==> config.mk <==
export PLATFORM = sky130hd
export DESIGN_NAME = barometric_sensor_compensation_unit_flat
export DESIGN_NICKNAME = d
export VERILOG_FILES = /design/src/bsc_pkg.sv /design/src/bsc_req_if.sv /design/src/bsc_res_if.sv /design/src/barometric_sensor_compensation_unit.sv /design/src/flat_wrapper.sv
export SDC_FILE = /design/constraint.sdc
export NUM_CORES = 2
export LEC_CHECK = 0
export BUFFER_PORTS_ARGS = -buffer_cell sky130_fd_sc_hd__buf_2
export CELL_PAD_IN_SITES_DETAIL_PLACEMENT = 0
export CELL_PAD_IN_SITES_GLOBAL_PLACEMENT = 1
export CORE_ASPECT_RATIO = 1.5
export CORE_MARGIN = 2
export CORE_UTILIZATION = 42
export CTS_BUF_LIST = sky130_fd_sc_hd__clkbuf_4
export DETAILED_ROUTE_END_ITERATION = 6
export PLACE_DENSITY = 0.78
export SETUP_SLACK_MARGIN = 0.15
export SYNTH_ARGS = -nofsm -noshare
export SYNTH_HDL_FRONTEND = slang
export SYNTH_SLANG_ARGS = --single-unit
==> constraint.sdc <==
create_clock -name clk -period 10.1 [get_ports clk]
set_input_delay 0.505 -clock clk [delete_from_list [all_inputs] [get_ports clk]]
set_output_delay 0.505 -clock clk [all_outputs]
set_load 0.03 [all_outputs]
==> src/bsc_pkg.sv <==
// Shared types, constants and microcode for the barometric compensation unit.
// No dependencies; compiled first.
package bsc_pkg;

    localparam int ADC_W   = 24;
    localparam int COEF_W  = 16;
    localparam int OUT_W   = 23;
    localparam int DT_W    = 25;
    localparam int MUL_A_W = 25;
    localparam int MUL_B_W = 18;
    localparam int PROD_W  = MUL_A_W + MUL_B_W;
    localparam int OFF_W   = 35;
    localparam int SENS_W  = 34;
    localparam int ACC_W   = 60;
    localparam int SENS_SPLIT = 17;

    localparam int COEF_COUNT = 6;
    localparam int CFG_IDX_W  = $clog2(COEF_COUNT);

    localparam int STEP_W = 4;

    localparam logic signed [PROD_W-1:0] TEMP_BASE = PROD_W'(2000);

    // Coefficient register indexes
    typedef enum logic [CFG_IDX_W-1:0] {
        REG_SENS        = 3'd0,
        REG_OFFSET      = 3'd1,
        REG_SENS_TEMP   = 3'd2,
        REG_OFFSET_TEMP = 3'd3,
        REG_REF_TEMP    = 3'd4,
        REG_TEMP_SLOPE  = 3'd5
    } cfg_reg_t;

    // Reading kinds
    typedef enum logic {
        KIND_TEMP  = 1'b0,
        KIND_PRESS = 1'b1
    } kind_t;

    typedef enum logic {
        A_DT  = 1'b0,
        A_ADC = 1'b1
    } mul_a_t;

    typedef enum logic [2:0] {
        B_SLOPE   = 3'd0,
        B_OTC     = 3'd1,
        B_STC     = 3'd2,
        B_SENS_LO = 3'd3,
        B_SENS_HI = 3'd4
    } mul_b_t;

    typedef enum logic [2:0] {
        OP_NONE   = 3'd0,
        OP_TEMP   = 3'd1,
        OP_OFF    = 3'd2,
        OP_SENS   = 3'd3,
        OP_LOAD   = 3'd4,
        OP_ADD_HI = 3'd5,
        OP_PRESS  = 3'd6
    } dp_op_t;

    typedef struct packed {
        logic              jump_press;
        logic [STEP_W-1:0] target;
        logic              dt_load;
        logic              mul_en;
        mul_a_t            a_sel;
        mul_b_t            b_sel;
        dp_op_t            op;
        logic              last;
    } ctrl_t;

    localparam logic [STEP_W-1:0] PRESS_ENTRY = STEP_W'(4);

    // Microcode ROM. Temperature: steps 0-3. Pressure: steps 0, 4-10.
    function automatic ctrl_t ucode(input logic [STEP_W-1:0] step);
        ctrl_t c;
        c = '{jump_press: 1'b0, target: '0, dt_load: 1'b0, mul_en: 1'b0,
              a_sel: A_DT, b_sel: B_SLOPE, op: OP_NONE, last: 1'b0};
        case (step)
            4'd0:
            begin
                c.jump_press = 1'b1;
                c.target     = PRESS_ENTRY;
            end
            4'd1: c.dt_load = 1'b1;
            4'd2:
            begin
                c.mul_en = 1'b1;
                c.b_sel  = B_SLOPE;
            end
            4'd3:
            begin
                c.op   = OP_TEMP;
                c.last = 1'b1;
            end
            4'd4:
            begin
                c.mul_en = 1'b1;
                c.b_sel  = B_OTC;
            end
            4'd5:
            begin
                c.op     = OP_OFF;
                c.mul_en = 1'b1;
                c.b_sel  = B_STC;
            end
            4'd6: c.op = OP_SENS;
            4'd7:
            begin
                c.mul_en = 1'b1;
                c.a_sel  = A_ADC;
                c.b_sel  = B_SENS_LO;
            end
            4'd8:
            begin
                c.op     = OP_LOAD;
                c.mul_en = 1'b1;
                c.a_sel  = A_ADC;
                c.b_sel  = B_SENS_HI;
            end
            4'd9: c.op = OP_ADD_HI;
            4'd10:
            begin
                c.op   = OP_PRESS;
                c.last = 1'b1;
            end
            default: c.last = 1'b1;
        endcase
        return c;
    endfunction

endpackage

==> src/bsc_req_if.sv <==
// Request channel: raw converter reading tagged with its kind.
// Depends on bsc_pkg.
interface bsc_req_if;
    logic                      valid;
    logic                      ready;
    logic                      req_type;
    logic [bsc_pkg::ADC_W-1:0] adc_value;

    modport source (output valid, output req_type, output adc_value, input ready);
    modport sink   (input valid, input req_type, input adc_value, output ready);
endinterface

==> src/bsc_res_if.sv <==
// Result channel: compensated temperature or pressure.
// Depends on bsc_pkg.
interface bsc_res_if;
    logic                             valid;
    logic                             ready;
    logic                             value_kind;
    logic signed [bsc_pkg::OUT_W-1:0] comp_value;

    modport source (output valid, output value_kind, output comp_value, input ready);
    modport sink   (input valid, input value_kind, input comp_value, output ready);
endinterface

==> src/barometric_sensor_compensation_unit.sv <==
// Barometric sensor first-order compensation, microcoded over one shared
// 25x18 signed multiplier. Depends on bsc_pkg, bsc_req_if, bsc_res_if.
// A temperature request walks microcode steps 0-3, a pressure request steps 0
// and 4-10; the last step waits for the output register. ready is low while a
// request is in progress, so a new reading is taken only after the last result.
// Reset (rst_n, async low): idle, output empty, coefficients and dT cleared.
module barometric_sensor_compensation_unit (
    input  logic                          clk,
    input  logic                          rst_n,
    bsc_req_if.sink                       req,
    bsc_res_if.source                     res,
    input  logic                          cfg_we,
    input  logic [bsc_pkg::CFG_IDX_W-1:0] cfg_index,
    input  logic [bsc_pkg::COEF_W-1:0]    cfg_wdata
);
    import bsc_pkg::*;

    // ---------------------------------------------------------------
    // Coefficient registers
    // ---------------------------------------------------------------
    logic [COEF_W-1:0] coef_reg [COEF_COUNT];

    always_ff @(posedge clk or negedge rst_n)
    begin
        if (!rst_n)
        begin
            for (int i = 0; i < COEF_COUNT; i++)
            begin
                coef_reg[i] <= '0;
            end
        end
        else if (cfg_we && (cfg_index < CFG_IDX_W'(COEF_COUNT)))
        begin
            coef_reg[cfg_index] <= cfg_wdata;
        end
    end

    // ---------------------------------------------------------------
    // Sequencer: step counter walking the microcode ROM
    // ---------------------------------------------------------------
    logic              busy_reg, busy_next;
    logic [STEP_W-1:0] step_reg, step_next;
    logic              kind_reg;
    logic [ADC_W-1:0]  adc_reg;
    ctrl_t             ctrl;
    logic              in_xfer;
    logic              out_free;
    logic              finish;

    logic                     res_valid_reg, res_valid_next;
    logic                     res_kind_reg;
    logic signed [OUT_W-1:0]  res_value_reg;
    logic signed [OUT_W-1:0]  result;

    assign ctrl      = ucode(step_reg);
    assign req.ready = !busy_reg;
    assign in_xfer   = req.valid && req.ready;
    // Output register can take a new result if empty or being drained now.
    assign out_free  = !res_valid_reg || res.ready;
    // The last step stalls until the output register frees up.
    assign finish    = busy_reg && ctrl.last && out_free;

    always_comb
    begin
        busy_next = busy_reg;
        step_next = step_reg;
        if (in_xfer)
        begin
            busy_next = 1'b1;
            step_next = '0;
        end
        else if (busy_reg)
        begin
            if (ctrl.last)
            begin
                if (out_free)
                begin
                    busy_next = 1'b0;
                end
            end
            else if (ctrl.jump_press && (kind_reg == KIND_PRESS))
            begin
                step_next = ctrl.target;
            end
            else
            begin
                step_next = step_reg + STEP_W'(1);
            end
        end
    end

    always_ff @(posedge clk or negedge rst_n)
    begin
        if (!rst_n)
        begin
            busy_reg <= 1'b0;
            step_reg <= '0;
        end
        else
        begin
            busy_reg <= busy_next;
            step_reg <= step_next;
        end
    end

    always_ff @(posedge clk)
    begin
        if (in_xfer)
        begin
            kind_reg <= req.req_type;
            adc_reg  <= req.adc_value;
        end
    end

    // ---------------------------------------------------------------
    // Datapath
    // ---------------------------------------------------------------
    logic signed [DT_W-1:0]    dt_reg;
    logic signed [DT_W-1:0]    dt_next;
    logic signed [MUL_A_W-1:0] mul_a;
    logic signed [MUL_B_W-1:0] mul_b;
    logic signed [PROD_W-1:0]  prod_reg;
    logic signed [OFF_W-1:0]   off_reg;
    logic signed [SENS_W-1:0]  sens_reg;
    logic signed [ACC_W-1:0]   acc_reg;

    logic signed [PROD_W-1:0]  prod_sh7;
    logic signed [PROD_W-1:0]  prod_sh8;
    logic signed [PROD_W-1:0]  temp_sum;
    logic signed [ACC_W-1:0]   press_diff;
    logic signed [ACC_W-1:0]   press_sh;

    // dT = adc - ref * 256, always fits 25 signed bits
    assign dt_next = $signed({1'b0, adc_reg})
                   - $signed({1'b0, coef_reg[REG_REF_TEMP], 8'h00});

    always_comb
    begin
        case (ctrl.a_sel)
            A_DT:    mul_a = dt_reg;
            A_ADC:   mul_a = $signed({1'b0, adc_reg});
            default: mul_a = dt_reg;
        endcase
    end

    always_comb
    begin
        case (ctrl.b_sel)
            B_SLOPE:   mul_b = $signed({2'b00, coef_reg[REG_TEMP_SLOPE]});
            B_OTC:     mul_b = $signed({2'b00, coef_reg[REG_OFFSET_TEMP]});
            B_STC:     mul_b = $signed({2'b00, coef_reg[REG_SENS_TEMP]});
            // SENS split: unsigned low 17 bits, signed high 17 bits
            B_SENS_LO: mul_b = $signed({1'b0, sens_reg[SENS_SPLIT-1:0]});
            B_SENS_HI: mul_b = $signed({sens_reg[SENS_W-1], sens_reg[SENS_W-1:SENS_SPLIT]});
            default:   mul_b = '0;
        endcase
    end

    assign prod_sh7 = prod_reg >>> 7;
    assign prod_sh8 = prod_reg >>> 8;
    assign temp_sum = (prod_reg >>> 23) + TEMP_BASE;

    // P = ((adc * SENS) >> 21 - OFF) >> 15
    assign press_diff = (acc_reg >>> 21) - ACC_W'(off_reg);
    assign press_sh   = press_diff >>> 15;

    always_comb
    begin
        case (ctrl.op)
            OP_TEMP:  result = temp_sum[OUT_W-1:0];
            OP_PRESS: result = press_sh[OUT_W-1:0];
            default:  result = temp_sum[OUT_W-1:0];
        endcase
    end

    // dT (dt_reg) is architectural state; reset to zero
    always_ff @(posedge clk or negedge rst_n)
    begin
        if (!rst_n)
        begin
            dt_reg <= '0;
        end
        else if (busy_reg && ctrl.dt_load)
        begin
            dt_reg <= dt_next;
        end
    end

    always_ff @(posedge clk)
    begin
        if (busy_reg)
        begin
            if (ctrl.mul_en)
            begin
                prod_reg <= mul_a * mul_b;
            end
            case (ctrl.op)
                OP_OFF:
                begin
                    off_reg <= $signed({3'b000, coef_reg[REG_OFFSET], 16'h0000})
                             + prod_sh7[OFF_W-1:0];
                end
                OP_SENS:
                begin
                    sens_reg <= $signed({3'b000, coef_reg[REG_SENS], 15'h0000})
                              + prod_sh8[SENS_W-1:0];
                end
                OP_LOAD:   acc_reg <= ACC_W'(prod_reg);
                OP_ADD_HI: acc_reg <= acc_reg + $signed({prod_reg, 17'h00000});
                default:   ;
            endcase
        end
    end

    // ---------------------------------------------------------------
    // Output register
    // ---------------------------------------------------------------
    always_comb
    begin
        res_valid_next = res_valid_reg;
        if (finish)
        begin
            res_valid_next = 1'b1;
        end
        else if (res.ready)
        begin
            res_valid_next = 1'b0;
        end
    end

    always_ff @(posedge clk or negedge rst_n)
    begin
        if (!rst_n)
        begin
            res_valid_reg <= 1'b0;
        end
        else
        begin
            res_valid_reg <= res_valid_next;
        end
    end

    always_ff @(posedge clk)
    begin
        if (finish)
        begin
            res_kind_reg  <= kind_reg;
            res_value_reg <= result;
        end
    end

    assign res.valid      = res_valid_reg;
    assign res.value_kind = res_kind_reg;
    assign res.comp_value = res_value_reg;

endmodule

==> src/flat_wrapper.sv <==
// flat-port wrapper written by rule: the top's interface ports become plain ports
module barometric_sensor_compensation_unit_flat import bsc_pkg::*;
  (clk, rst_n, cfg_we, cfg_index, cfg_wdata, req_valid, req_req_type, req_adc_value, req_ready, res_valid, res_value_kind, res_comp_value, res_ready);
  bsc_req_if req_i ();
  bsc_res_if res_i ();
  input  logic clk;
  input  logic rst_n;
  input  logic cfg_we;
  input  logic [bsc_pkg::CFG_IDX_W-1:0] cfg_index;
  input  logic [bsc_pkg::COEF_W-1:0] cfg_wdata;
  input wire logic [$bits(req_i.valid)-1:0] req_valid;
  input wire logic [$bits(req_i.req_type)-1:0] req_req_type;
  input wire logic [$bits(req_i.adc_value)-1:0] req_adc_value;
  output wire logic [$bits(req_i.ready)-1:0] req_ready;
  output wire logic [$bits(res_i.valid)-1:0] res_valid;
  output wire logic [$bits(res_i.value_kind)-1:0] res_value_kind;
  output wire logic [$bits(res_i.comp_value)-1:0] res_comp_value;
  input wire logic [$bits(res_i.ready)-1:0] res_ready;
  assign req_i.valid = req_valid;
  assign req_i.req_type = req_req_type;
  assign req_i.adc_value = req_adc_value;
  assign req_ready = req_i.ready;
  assign res_valid = res_i.valid;
  assign res_value_kind = res_i.value_kind;
  assign res_comp_value = res_i.comp_value;
  assign res_i.ready = res_ready;
  barometric_sensor_compensation_unit u_core (.clk(clk), .rst_n(rst_n), .req(req_i), .res(res_i), .cfg_we(cfg_we), .cfg_index(cfg_index), .cfg_wdata(cfg_wdata));
endmodule
==> flow_metrics.py <==
metrics = {
    "cells_and_area": {
        "drive_gt1_share_pct": 11.43,
        "fin_nets": 4398,
        "area_growth_pct": 10.18,
        "fillers": 7770,
        "largest_reg_flops": 96,
    },
    "floorplanning": {
        "coreArea_sq_um": 80090,
        "io_pins": 75,
        "rows": 127,
        "dieArea_sq_um": 83350,
        "die_h_um": 352.6,
        "chipWidth_um": 236.4,
        "initial_core_util_pct": 42.49,
    },
    "timing": {
        "skew_ns": 0.1114,
        "tightest_slew_ns": 1.165,
        "max_freq_mhz": 109.0,
        "drv_slew": 0,
        "rsz0062_at_grt": "false",
        "final-setup-viol-count": 0,
        "hold_viol_final": 0,
        "max_slew_margin_pct": 22.26,
        "tns_ns": 0,
        "min_period_over_period_pct": 90.86,
        "period_needed_ns": 9.177,
    },
    "synthesis": {
        "ys_seq_area_share_pct": 27.26,
        "synth_top_family_by_area": "adder cells",
        "mappedNetlistArea_sq_um": 34030,
        "yosys.area_share.simple_pct": 12.45,
        "syn-num-nets": 4228,
        "synth-edff-count": 203,
        "synth_warnings": 0,
        "async_reset_ff_share_pct": 38.48,
        "synth_area_per_cell_sq_um": 9.730,
        "yosysUniqueCellTypes": 81,
        "synth_cells": 3497,
        "synth-compound-area-share_pct": 9.498,
        "ys_seq_elements": 330,
        "ys.flop_type": "edfxtp_1",
        "synth_xor_area_share_pct": 3.990,
        "synth_fa_ha_area_share_pct": 34.90,
        "synthMuxAreaShare_pct": 3.780,
    },
    "drt": {
        "dr.first_iter.drc_count": 1540,
        "wl_per_cell_um": 21.93,
        "wirelength_um": 104600,
        "firstDrtPassIters": 5,
        "via_count": 25681,
        "viasPerCell": 5.384,
        "drc": 0,
        "drtAntennaViolNets": 0,
    },
    "setup_path": {
        "critical_path.startpoint_type": "flop",
        "required_ns": 10.62,
        "ff2ff_path_depth": 29,
        "cp_max_fo": 19,
        "critPathMaxStageDelay_ns": 0.81,
        "end_kind": "flop",
        "criticalPathCategory": "reg -> reg",
        "worstPathArrival_ns": 9.69,
        "slowest_stage": "nand4_1",
        "crit_top_cell": "inv_1",
    },
    "global_routing": {
        "grt-ovfl-total": 0,
        "grt_max_degree": 73,
        "grt_usage_pct": 25.40,
        "first_global_vias": 27099,
        "grt_pass1_wl_um": 158700,
        "antenna_found_initial": 2,
    },
    "run_status": {
        "outcome": "complete, no violations",
    },
    "clock_network": {
        "cts_buffer_depth": 3,
        "cts_root_buf": "clkbuf_4",
        "numCtsBuffers": 88,
        "clock_latency_ns": 0.87,
        "path_clk_slew_ns": 0.07,
        "clock_sinks": 330,
        "htree_levels": 3,
        "cts_tree": "yes",
    },
    "min_path": {
        "whs_path_depth": 3,
        "hold_class": "in -> reg",
    },
    "placed_design": {
        "io_buffer_count": 74,
        "dp_hpwl_um": 82640,
        "gp_congestion": 0.9486,
    },
    "job": {
        "maxCapViolations": 0,
    },
}
==> critical path, delay by kind of cell, from the launching register on <==
kind                     cells  cell delay, ns
buffers and inverters        8            1.06
flip-flops                   1            0.43
AND/OR/NAND/NOR              4            1.66
AO/OA/AOI/OAI                8            1.73
XOR/XNOR                     1            0.09
adder cells (fa/ha/maj)      8            3.85
==> logic make-up (layout without fill, tap and decap cells) <==
family	after synthesis	in the layout
fa+ha+maj	682	682
compound gates	499	499
xor+xnor	155	155
mux	117	117
buf+inv	734	973
other cells	0	2
flops	330	330
simple gates	980	980
==> cells in the mapped netlist (6+ instances only) <==
cell type  instances  area share [%]
buf_2              8            0.12
xnor2_1          103             2.7
nand4_1           18            0.33
o21a_1            15            0.33
o21ai_0          143             2.1
nor3b_1            6            0.13
nor2_1           284             3.1
or2_2              7            0.13
edfxtp_1         203              18
a21boi_0           7            0.15
a21oi_1          113             1.7
mux2_2            92             3.0
a21o_1            64             1.4
a31oi_1           14            0.26
o31ai_1           10            0.22
and3_1            20            0.37
o21bai_1          23            0.51
clkbuf_1          96             1.1
a22oi_1           25            0.55
nor3_1            21            0.31
fa_1             445              26
and4_1            12            0.31
dfrtp_1          127             9.3
mux2i_1           25            0.74
and2_1            22            0.40
nand2b_1          26            0.48
a211oi_1          14            0.31
ha_1             237             8.7
nor2b_1           22            0.40
xor2_1            52             1.3
nand2_1          475             5.2
nand3_1           33            0.49
inv_1            625             6.9
or3_1             12            0.22
==> final timing paths <==
kind / start / end / slack [ns]
setup / recovery: u_core.step_reg[0]$_DFFE_PN0P_ / u_core.prod_reg[42]$_DFFE_PP_ / 0.92
hold / removal: cfg_wdata[1] / u_core.coef_reg[81]$_DFFE_PN0P_ / 0.13
setup reg to reg: u_core.step_reg[0]$_DFFE_PN0P_ / u_core.prod_reg[42]$_DFFE_PP_ / 0.92
hold reg to reg: u_core.coef_reg[9]$_DFFE_PN0P_ / u_core.coef_reg[9]$_DFFE_PN0P_ / 0.51
max in group asynchronous: rst_n / u_core.dt_reg[1]$_DFFE_PN0P_ / 8.37
min in group asynchronous: rst_n / u_core.coef_reg[70]$_DFFE_PN0P_ / 0.23
==> area by class of cell <==
class / count / area [sq um] / share of cell area (%)
Multi-Input combinational cell: 2433 / 22090 / 58.92
Sequential cell: 330 / 9274 / 24.74
Inverter: 627 / 2354 / 6.278
Timing Repair Buffer: 187 / 1339 / 3.571
Tap cell: 1032 / 1291 / 3.444
Clock buffer: 135 / 1013 / 2.703
Clock inverter: 24 / 125.1 / 0.3337
Antenna cell: 2 / 5.005 / 0.01335
==> stage by stage <==
| stage | hold WS (ns) | instance area [sq um] | instances | setup WS (ns) | utilization, % |
|---|---|---|---|---|---|
| 6_report | 0.1302 | 37490 | 4770 | 0.9232 | 46.81 |
| 5_1_grt | 0.06558 | 37490 | 4770 | 0.3495 | 46.81 |
| 4_1_cts | 0.05584 | 37480 | 4768 | 0.9508 | 46.81 |
| 3_5_place_dp | 0.4946 | 35930 | 4567 | 1.082 | 44.86 |
| 3_3_place_gp | 0.4871 | 35930 | 4567 | 1.166 | 44.86 |
| 2_1_floorplan | 0.2094 | 34030 | 3497 | 2.003 | - |
==> per-layer routing <==
| metal | share of wire (%) | GRT usage (%) |
|---|---|---|
| met1 | 36 | 27.11 |
| met2 | 52 | 46.35 |
| met3 | 4.4 | 3.413 |
| met4 | 7.5 | 17.18 |
| met5 | 0 | 0 |
==> placed cells by master, fill, tap and decap left out, drive strengths merged, types with 42 or more instances in the layout <==
cell type	n
ha	237
nor2	284
dlygate4sd3	42
buf	145
a21oi	115
dfrtp	127
xnor2	103
clkbuf	135
a21o	64
o21ai	150
fa	445
inv	627
mux2	92
nand2	475
xor2	52
edfxtp	203
==> timing repair <==
| item | in CTS | in global routing |
|---|---|---|
| hold buffers | 42 | 0 |
| resized for setup | 0 | 0 |
| setup buffers | 0 | 0 |
| hold endpoints to repair | 128 | 0 |
| endpoints found under the setup margin | 0 | 0 |
Power is left out: the tool's default activity adds up to more than one toggle a clock period on the data nets, which glitch-free logic cannot reach.
